<file path="config.mk">
export PLATFORM = sky130hd
export DESIGN_NAME = array_double_ended_queue_unit
export DESIGN_NICKNAME = d
export VERILOG_FILES = /design/src/rtl/core/adq_pkg.sv /design/src/rtl/core/adq_ram.sv /design/src/rtl/core/adq_datapath.sv /design/src/rtl/core/adq_ctrl.sv /design/src/rtl/core/array_double_ended_queue_unit.sv
export SDC_FILE = /design/constraint.sdc
export NUM_CORES = 2
export LEC_CHECK = 0
export ABC_AREA = 1
export BUFFER_PORTS_ARGS = -buffer_cell sky130_fd_sc_hd__buf_4
export CORE_UTILIZATION = 41
export DETAILED_ROUTE_END_ITERATION = 12
export SYNTH_ARGS = -nofsm -noshare
export SYNTH_HDL_FRONTEND = slang
export SYNTH_SLANG_ARGS = --single-unit
</file>
<file path="constraint.sdc">
create_clock -name clock -period 5.65 [get_ports clock]
set_clock_uncertainty 0.05 [all_clocks]
set_input_delay 1.13 -clock clock [delete_from_list [all_inputs] [get_ports clock]]
set_output_delay 1.13 -clock clock [all_outputs]
set_load 0.1 [all_outputs]
</file>
<file path="src/rtl/core/adq_pkg.sv">
// Shared types and constants for the array double-ended queue.
// Used by the controller, the datapath and the top level; no dependencies.
package adq_pkg;

   localparam int DEPTH_DEFAULT = 64;
   localparam int DATA_W        = 32;
   localparam int CAP_W         = 7;
   localparam logic [CAP_W-1:0] CAP_RESET = 7'd64;

   typedef enum logic [1:0] {
      OP_PUSH_HEAD = 2'd0,
      OP_POP_HEAD  = 2'd1,
      OP_PUSH_TAIL = 2'd2,
      OP_POP_TAIL  = 2'd3
   } opcode_type;

   typedef enum logic [2:0] {
      ST_OK      = 3'd0,
      ST_FULL    = 3'd1,
      ST_NO_TAIL = 3'd2,
      ST_NO_HEAD = 3'd3,
      ST_EMPTY   = 3'd4
   } status_type;

   // Commands from the controller to the datapath.
   typedef struct packed {
      logic accept;    // execute the operation on the request ports
      logic load_out;  // move the pending result into the output register
   } cmd_type;

   // Queue condition reported back by the datapath.
   typedef struct packed {
      logic empty;
      logic full;
   } stat_type;

endpackage

</file>
<file path="src/rtl/core/adq_ram.sv">
// Generic single-port RAM with registered read data.
// No dependencies.
module adq_ram #(
   parameter int WIDTH = 32,
   parameter int DEPTH = 64
) (
   input  logic                     clock,
   input  logic                     wr_en,
   input  logic                     rd_en,
   input  logic [$clog2(DEPTH)-1:0] addr,
   input  logic [WIDTH-1:0]         wr_data,
   output logic [WIDTH-1:0]         rd_data
);

   logic [WIDTH-1:0] mem_ff [DEPTH];
   logic [WIDTH-1:0] rd_data_ff;

   always_ff @(posedge clock) begin
      if (wr_en) begin
         mem_ff[addr] <= wr_data;
      end
      if (rd_en) begin
         rd_data_ff <= mem_ff[addr];
      end
   end

   assign rd_data = rd_data_ff;

endmodule

</file>
<file path="src/rtl/core/adq_datapath.sv">
// Datapath of the double-ended queue: head/tail indices, capacity register,
// slot RAM and result registers. Depends on adq_pkg and adq_ram.
module adq_datapath
   import adq_pkg::*;
#(
   parameter int DEPTH = DEPTH_DEFAULT
) (
   input  logic                     clock,
   input  logic                     reset,
   input  cmd_type                  cmd,
   output stat_type                 stat,
   input  logic                     cfg_write,
   input  logic [CAP_W-1:0]         cfg_capacity,
   input  logic [1:0]               op_code,
   input  logic signed [DATA_W-1:0] op_data,
   output logic [2:0]               res_status,
   output logic signed [DATA_W-1:0] res_data,
   output logic                     res_empty,
   output logic                     res_full
);

   // Indices are held offset by one so that the "unused" marker is zero.
   localparam int IW = $clog2(DEPTH + 2);
   localparam int AW = $clog2(DEPTH);
   localparam int CW = (IW > CAP_W) ? IW : CAP_W;

   logic [IW-1:0]    head_ff, head_in, tail_ff, tail_in;
   logic [CAP_W-1:0] cap_ff;
   logic [CW-1:0]    cap_wide;
   logic [IW-1:0]    eff_cap;

   status_type       pend_status_ff, pend_status_in;
   logic             pend_pop_ff, pend_pop_in;
   logic             pend_empty_ff, pend_empty_in;
   logic             pend_full_ff, pend_full_in;

   logic [2:0]        out_status_ff;
   logic [DATA_W-1:0] out_data_ff;
   logic              out_empty_ff, out_full_ff;

   logic              ram_wr, ram_rd;
   logic [IW-1:0]     ram_idx;
   logic [DATA_W-1:0] ram_rdata;
   logic              cur_empty, cur_full;

   function automatic logic q_empty(input logic [IW-1:0] h, input logic [IW-1:0] t);
      return ((h == '0) && (t == '0)) || (h > t);
   endfunction

   function automatic logic q_full(input logic [IW-1:0] h, input logic [IW-1:0] t,
                                   input logic [IW-1:0] cap);
      return (h == IW'(1)) && (t >= cap);
   endfunction

   always_comb begin
      cap_wide = CW'(cap_ff);
      if (cap_wide == '0) begin
         eff_cap = IW'(1);
      end else if (cap_wide > CW'(DEPTH)) begin
         eff_cap = IW'(DEPTH);
      end else begin
         eff_cap = cap_wide[IW-1:0];
      end
   end

   assign cur_empty = q_empty(head_ff, tail_ff);
   assign cur_full  = q_full(head_ff, tail_ff, eff_cap);

   always_comb begin
      head_in        = head_ff;
      tail_in        = tail_ff;
      pend_status_in = ST_OK;
      pend_pop_in    = 1'b0;
      ram_wr         = 1'b0;
      ram_rd         = 1'b0;
      ram_idx        = '0;
      unique case (opcode_type'(op_code))
         OP_PUSH_HEAD: begin
            if (cur_full) begin
               pend_status_in = ST_FULL;
            end else if (head_ff == '0) begin
               // first item of all goes to slot zero
               head_in = IW'(1);
               tail_in = tail_ff + IW'(1);
               ram_wr  = 1'b1;
               ram_idx = tail_ff;
            end else if (head_ff != IW'(1)) begin
               head_in = head_ff - IW'(1);
               ram_wr  = 1'b1;
               ram_idx = head_ff - IW'(2);
            end else begin
               pend_status_in = ST_NO_HEAD;
            end
         end
         OP_POP_HEAD: begin
            if (cur_empty) begin
               pend_status_in = ST_EMPTY;
            end else begin
               head_in     = head_ff + IW'(1);
               ram_rd      = 1'b1;
               ram_idx     = head_ff - IW'(1);
               pend_pop_in = 1'b1;
            end
         end
         OP_PUSH_TAIL: begin
            if (cur_full) begin
               pend_status_in = ST_FULL;
            end else if (tail_ff >= eff_cap) begin
               pend_status_in = ST_NO_TAIL;
            end else begin
               if (head_ff == '0) begin
                  head_in = IW'(1);
               end
               tail_in = tail_ff + IW'(1);
               ram_wr  = 1'b1;
               ram_idx = tail_ff;
            end
         end
         OP_POP_TAIL: begin
            if (cur_empty) begin
               pend_status_in = ST_EMPTY;
            end else begin
               tail_in     = tail_ff - IW'(1);
               ram_rd      = 1'b1;
               ram_idx     = tail_ff - IW'(1);
               pend_pop_in = 1'b1;
            end
         end
         default: begin
            pend_status_in = ST_OK;
         end
      endcase
      pend_empty_in = q_empty(head_in, tail_in);
      pend_full_in  = q_full(head_in, tail_in, eff_cap);
   end

   always_ff @(posedge clock) begin
      if (reset) begin
         head_ff <= '0;
         tail_ff <= '0;
         cap_ff  <= CAP_RESET;
      end else begin
         if (cmd.accept) begin
            head_ff <= head_in;
            tail_ff <= tail_in;
         end
         if (cfg_write) begin
            cap_ff <= cfg_capacity;
         end
      end
   end

   always_ff @(posedge clock) begin
      if (cmd.accept) begin
         pend_status_ff <= pend_status_in;
         pend_pop_ff    <= pend_pop_in;
         pend_empty_ff  <= pend_empty_in;
         pend_full_ff   <= pend_full_in;
      end
      if (cmd.load_out) begin
         out_status_ff <= pend_status_ff;
         out_data_ff   <= pend_pop_ff ? ram_rdata : '0;
         out_empty_ff  <= pend_empty_ff;
         out_full_ff   <= pend_full_ff;
      end
   end

   adq_ram #(
      .WIDTH (DATA_W),
      .DEPTH (DEPTH)
   ) u_slots (
      .clock   (clock),
      .wr_en   (cmd.accept & ram_wr),
      .rd_en   (cmd.accept & ram_rd),
      .addr    (ram_idx[AW-1:0]),
      .wr_data (op_data),
      .rd_data (ram_rdata)
   );

   assign stat.empty = cur_empty;
   assign stat.full  = cur_full;

   assign res_status = out_status_ff;
   assign res_data   = out_data_ff;
   assign res_empty  = out_empty_ff;
   assign res_full   = out_full_ff;

endmodule

</file>
<file path="src/rtl/core/adq_ctrl.sv">
// Controller of the double-ended queue: request handshake, sequencing of
// one operation at a time and the result valid flag. Depends on adq_pkg.
module adq_ctrl
   import adq_pkg::*;
(
   input  logic     clock,
   input  logic     reset,
   input  logic     req_valid,
   output logic     req_stall,
   output logic     rsp_valid,
   input  logic     rsp_stall,
   output logic     csr_ready,
   output cmd_type  cmd,
   input  stat_type stat
);

   typedef enum logic [2:0] {
      S_IDLE = 3'b001,
      S_EXEC = 3'b010,
      S_HOLD = 3'b100
   } state_type;

   state_type state_ff, state_in;
   logic      rsp_valid_ff, rsp_valid_in;
   logic      out_free;

   assign out_free     = !rsp_valid_ff || !rsp_stall;
   assign cmd.accept   = (state_ff == S_IDLE) && req_valid;
   assign cmd.load_out = ((state_ff == S_EXEC) || (state_ff == S_HOLD)) && out_free;
   assign rsp_valid_in = cmd.load_out || (rsp_valid_ff && rsp_stall);

   always_comb begin
      state_in = state_ff;
      unique case (state_ff)
         S_IDLE: begin
            if (cmd.accept) begin
               state_in = S_EXEC;
            end
         end
         S_EXEC: begin
            state_in = cmd.load_out ? S_IDLE : S_HOLD;
         end
         S_HOLD: begin
            if (cmd.load_out) begin
               state_in = S_IDLE;
            end
         end
         default: begin
            state_in = S_IDLE;
         end
      endcase
   end

   always_ff @(posedge clock) begin
      if (reset) begin
         state_ff     <= S_IDLE;
         rsp_valid_ff <= 1'b0;
      end else begin
         state_ff     <= state_in;
         rsp_valid_ff <= rsp_valid_in;
      end
   end

   assign req_stall = (state_ff != S_IDLE);
   assign rsp_valid = rsp_valid_ff;
   assign csr_ready = (state_ff == S_IDLE);

   a_never_empty_and_full : assert property (@(posedge clock) disable iff (reset)
      !(stat.empty && stat.full))
      else $error("queue reported empty and full together");

   a_hold_means_result_waiting : assert property (@(posedge clock) disable iff (reset)
      (state_ff == S_HOLD) |-> rsp_valid_ff)
      else $error("holding a result while the output register is free");

   a_one_item_at_a_time : assert property (@(posedge clock) disable iff (reset)
      cmd.accept |=> !cmd.accept)
      else $error("second item accepted before the first was finished");

   a_load_gives_valid : assert property (@(posedge clock) disable iff (reset)
      cmd.load_out |=> rsp_valid_ff)
      else $error("result loaded but not presented");

endmodule

</file>
<file path="src/rtl/core/array_double_ended_queue_unit.sv">
// Top level of the array double-ended queue: controller plus datapath.
// Depends on adq_pkg, adq_ctrl, adq_datapath (and adq_ram below it).
//
// Usage: each request transfer carries one operation (push at head, pop
// from head, push at tail, pop from tail) and one value for pushes. Every
// request produces exactly one response transfer with a status code, the
// popped value (zero unless a pop succeeded) and the empty and full flags
// as they stand after the operation. The queue lives in a linear array
// that never wraps, so pushes can be refused while slots are free.
// The capacity register is written through its own valid/ready port and
// should only be changed while no request is in flight.
// Timing: a request is taken only while the controller is idle; at that edge
// the datapath registers the pending result and the slot RAM registers its
// read, and the response is loaded from them into the output register as soon
// as it is free. A new request is not taken until that load has happened.
// Stalling: while the receiver stalls, the response stays in the output
// register and a following request is still taken and executed; its
// result waits in the datapath until the output register is freed.
// Reset (synchronous, active high) marks both indices unused and sets the
// capacity to 64; the slot contents are not cleared and need no sweep.
module array_double_ended_queue_unit
   import adq_pkg::*;
#(
   parameter int DEPTH = DEPTH_DEFAULT
) (
   input  logic                     clock,
   input  logic                     reset,
   // request channel
   input  logic                     req_valid,
   output logic                     req_stall,
   input  logic [1:0]               req_opcode,
   input  logic signed [DATA_W-1:0] req_data_in,
   // response channel
   output logic                     rsp_valid,
   input  logic                     rsp_stall,
   output logic [2:0]               rsp_status,
   output logic signed [DATA_W-1:0] rsp_data_out,
   output logic                     rsp_empty_flag,
   output logic                     rsp_full_flag,
   // capacity register write port
   input  logic                     csr_valid,
   output logic                     csr_ready,
   input  logic [CAP_W-1:0]         csr_capacity
);

   cmd_type  cmd;
   stat_type stat;

   // The controller sequences one operation at a time and owns the request
   // and response handshakes; the datapath only acts on its commands.
   adq_ctrl u_ctrl (
      .clock     (clock),
      .reset     (reset),
      .req_valid (req_valid),
      .req_stall (req_stall),
      .rsp_valid (rsp_valid),
      .rsp_stall (rsp_stall),
      .csr_ready (csr_ready),
      .cmd       (cmd),
      .stat      (stat)
   );

   // A capacity transfer completes whenever valid meets ready.
   adq_datapath #(
      .DEPTH (DEPTH)
   ) u_datapath (
      .clock        (clock),
      .reset        (reset),
      .cmd          (cmd),
      .stat         (stat),
      .cfg_write    (csr_valid & csr_ready),
      .cfg_capacity (csr_capacity),
      .op_code      (req_opcode),
      .op_data      (req_data_in),
      .res_status   (rsp_status),
      .res_data     (rsp_data_out),
      .res_empty    (rsp_empty_flag),
      .res_full     (rsp_full_flag)
   );

endmodule

</file>
==> metrics.txt <==
Pre-antenna DRT Iters 5; synthesized area 92100 um^2; Mapped Nets 9206; fraction of registers with async set/reset 0%; row cnt 173; initial antenna violation count 20; Max Fanout on Critical Path a little under 70; leading area contributor after synthesis edfxtp_1; maximum VDD drop 0.000332 V; clk root buf clkbuf_16; Slew HR ~31%; fraction of layout cells with a size suffix above 1 under 10%; GPL Wtd Cong 0.890; Worst-Skew Late Latency 0.92 ns; Post-synth EDFFs about 2100; status finished clean; Power Internal 28.5 mW; Synth area leaders edfxtp_1 (69%), nand2_1 (24%), buf_2 (1.2%); prevailing post-synth register cell edfxtp_1; max-cap violations 0; Initial Util between 40% and 50%; Max Fclk 183 MHz; Die ar. 227000 um^2; P_sw 13.7 mW; pwr dens 403 nW/um^2; most used cell, CP nand2_1; largest net degree at the start of global routing 142; DR vias/cell 5.14; post-detail-place hpwl 160000 um; crit share post-route a little over nine tenths; CP max-delay cell nor2_1; share of the synthesized area in the top cell type 69.2%; drt total wl 280000 um; RSZ-0062 raised after global routing yes; final setup fails 0; vias in the first global route roughly 61000; total grt overflow 0; clk slew on worst S/H paths 0.06 ns; Crit path arrival time roughly 6 ns; Crit. End Element register; first-pass GRT wire length 408000 um; final hold slack 0.347 ns; sw frac 32.4%; part of the power in combinational logic between 20% and 30%; WL/cell 22.6 um; worst min path class register to register; core box area around 220000 um^2; Die Y 476 um; Vias 63700; #FFs+latches synth ~2100; Mean Syn Cell Area 10.1 um^2; io pins 86; Sink Count 2148; Netlist cell types between 40 and 50; DIE WIDTH approximately 480 um; # H-tree levels 4; CTS tree yes; Hold Vio Cnt, Final 0; GR Util All Layers 24.6%; Seq/Total Area, Yosys 69.7%; Synth Warn # 0; DRT iter0 DRCs 6954; Post-CTS Setup Inserts 0; Max Slew Vio Count 0; Gate Count Post-Synth 9124; ANT nets after route 0; Power Total 42.2 mW; clk buf depth 3; Startpoint Class register; DRC Markers 0; Critical Path Max Stage Delay slightly above 0.6 ns; sequential share of power 42.3%; TritonCTS Buffers 219; Worst-Margin Slew 1.04 ns; PortBufs 85; CP Class register to register; Area growth syn-to-layout 13.7%; nets@finish between 9000 and 10000; Worst EP required 6.15 ns; min Tclk post-route 5.46 ns; Clk pwr share 34.6%; leakage power 43.6 nW
## registers in the layout (all words and copies together) (netlist names)
signal,cells
u_datapath.res_empty,1
u_datapath.res_data,32
u_datapath.pend_status_ff,3
u_datapath.head_ff,7
u_datapath.pend_pop_ff,1
u_datapath.u_slots.mem_ff,2048
u_datapath.cap_ff,7
u_ctrl.state_ff,3
u_datapath.res_full,1
u_datapath.pend_full_ff,1
u_datapath.pend_empty_ff,1
u_ctrl.rsp_valid,1
u_datapath.tail_ff,7
u_datapath.res_status,3
u_datapath.u_slots.rd_data,32
## routing by layer
| layer | wire length [um] | part of all wire, % | vias up | track usage [%] |
|---|---|---|---|---|
| li1 | - | - | 29800 | - |
| met1 | 118000 | 42 | 31100 | 33.7 |
| met2 | 132000 | 47 | 2478 | 40.0 |
| met3 | 21800 | 7.8 | 381 | 3.62 |
| met4 | 8490 | 3.0 | 6 | 8.36 |
| met5 | 46 | 0.016 | - | 0 |
## critical path: cells and delay by family (launching register included)
kind | cells | cell delay [ns]
AND/OR/NAND/NOR | 21 | 2.96
buffers and inverters | 4 | 0.74
adder cells (fa/ha/maj) | 2 | 0.52
AO/OA/AOI/OAI | 1 | 0.35
flip-flops | 1 | 0.33
## worst paths after layout
check	from	endpoint	slack, ns	depth (start not counted)
worst max-delay path	u_datapath.cap_ff[2]	u_datapath.u_slots.rd_data[11]	0.19	28
worst min-delay path	u_datapath.pend_status_ff[0]	u_datapath.res_status[0]	0.35	0
worst min register to register	u_datapath.pend_status_ff[0]	u_datapath.res_status[0]	0.35	0
worst max register to register	u_datapath.cap_ff[2]	u_datapath.u_slots.rd_data[11]	0.19	28
## power by group through the flow
stage	Clock [mW]	Combinational [mW]	Sequential, mW
global route	15.4	10.7	17.8
finish	14.6	9.74	17.9
global placement	0	9.60	18.2
floorplan	0	6.11	18.1
detailed placement	0	9.61	18.2
CTS	14.8	9.66	17.9
## cells in the mapped netlist, types with 2 or more instances
library cell  instances
o21ai_2               2
o21ai_0              37
buf_8                 3
clkbuf_1             92
o21ai_1               5
nand2_2               5
buf_1                22
buf_4                39
edfxtp_1           2123
a21oi_1              31
nand4_1               9
ha_1                 36
xor2_1               10
nor2_1              202
xnor2_1               2
a31oi_1               2
inv_1               102
nand3_2               2
nand3b_1              2
nand2_1            5938
buf_2               229
nand3_1              81
nand2_4               3
nor3_1                8
dfxtp_1              25
nor2_2                8
nor2_4                4
o211ai_1              6
nor4_1                2
inv_2                26
buf_6                55
## layout make-up
type                            instances  area [um^2]
Sequential cell                      2148        64300
Tap cell                             2975         3720
Clock inverter                        139         1560
Multi-Input combinational cell       6408        25500
Fill cell                           20300       118000
Timing Repair Buffer                  320         3540
Antenna cell                           11         27.5
Clock buffer                          269         5670
Inverter                              128          495
## through the flow
step | instances | setup TNS, ns | utilization [%] | instance area (um^2) | worst slack (ns)
2_1_floorplan | 9124 | 0 | - | 92100 | 0.507
3_3_place_gp | 12000 | 0 | 43.8 | 97500 | 0.207
3_5_place_dp | 12000 | 0 | 43.8 | 97500 | 0.140
4_1_cts | 12400 | 0 | 47.0 | 105000 | 0.117
5_1_grt | 12400 | -0.00725 | 47.0 | 105000 | -0.00725
6_report | 12400 | 0 | 47.0 | 105000 | 0.191
## cells in the final DEF, fill, tap and decap left out, types with 4 or more instances in the layout
cell type / netlist / final
clkbuf_1: 92 / 50
a21oi_1: 31 / 30
nor3_1: 8 / 6
inv_1: 102 / 102
o21ai_1: 5 / 4
buf_4: 39 / 228
ha_1: 36 / 36
xor2_1: 10 / 10
clkinv_16: 0 / 11
nand2_2: 5 / 6
clkinvlp_4: 0 / 4
dfxtp_1: 25 / 25
o21ai_0: 37 / 37
inv_6: 0 / 4
clkinv_1: 0 / 59
nor2_4: 4 / 78
nand3_1: 81 / 81
o211ai_1: 6 / 6
diode_2: 0 / 11
buf_12: 0 / 91
clkinv_2: 0 / 34
nor2_1: 202 / 131
clkbuf_16: 0 / 219
edfxtp_1: 2123 / 2123
nor2_2: 8 / 5
nand2_1: 5938 / 5936
nand4_1: 9 / 9
bufinv_16: 0 / 24
inv_2: 26 / 24
## logic make-up (layout without fill, tap and decap cells)
kind of cell             after synthesis  count (layout)  share of synthesized area [%]
adder cells (fa/ha/maj)               36              36                          0.489
AO/OA/AOI/OAI                         93              93                          0.565
buffers and inverters                568             856                           3.27
AND/OR/NAND/NOR                     6267            6267                           25.8
XOR/XNOR                              12              12                          0.114
flip-flops                          2148            2148                           69.7
other                                  0              11                              0
## timing repair
item	in CTS	in global routing
setup endpoints to repair	0	6
hold buffers	0	0
endpoints found under the hold margin	0	0
gates resized for setup	0	9
(Power assumes the default switching activity.)
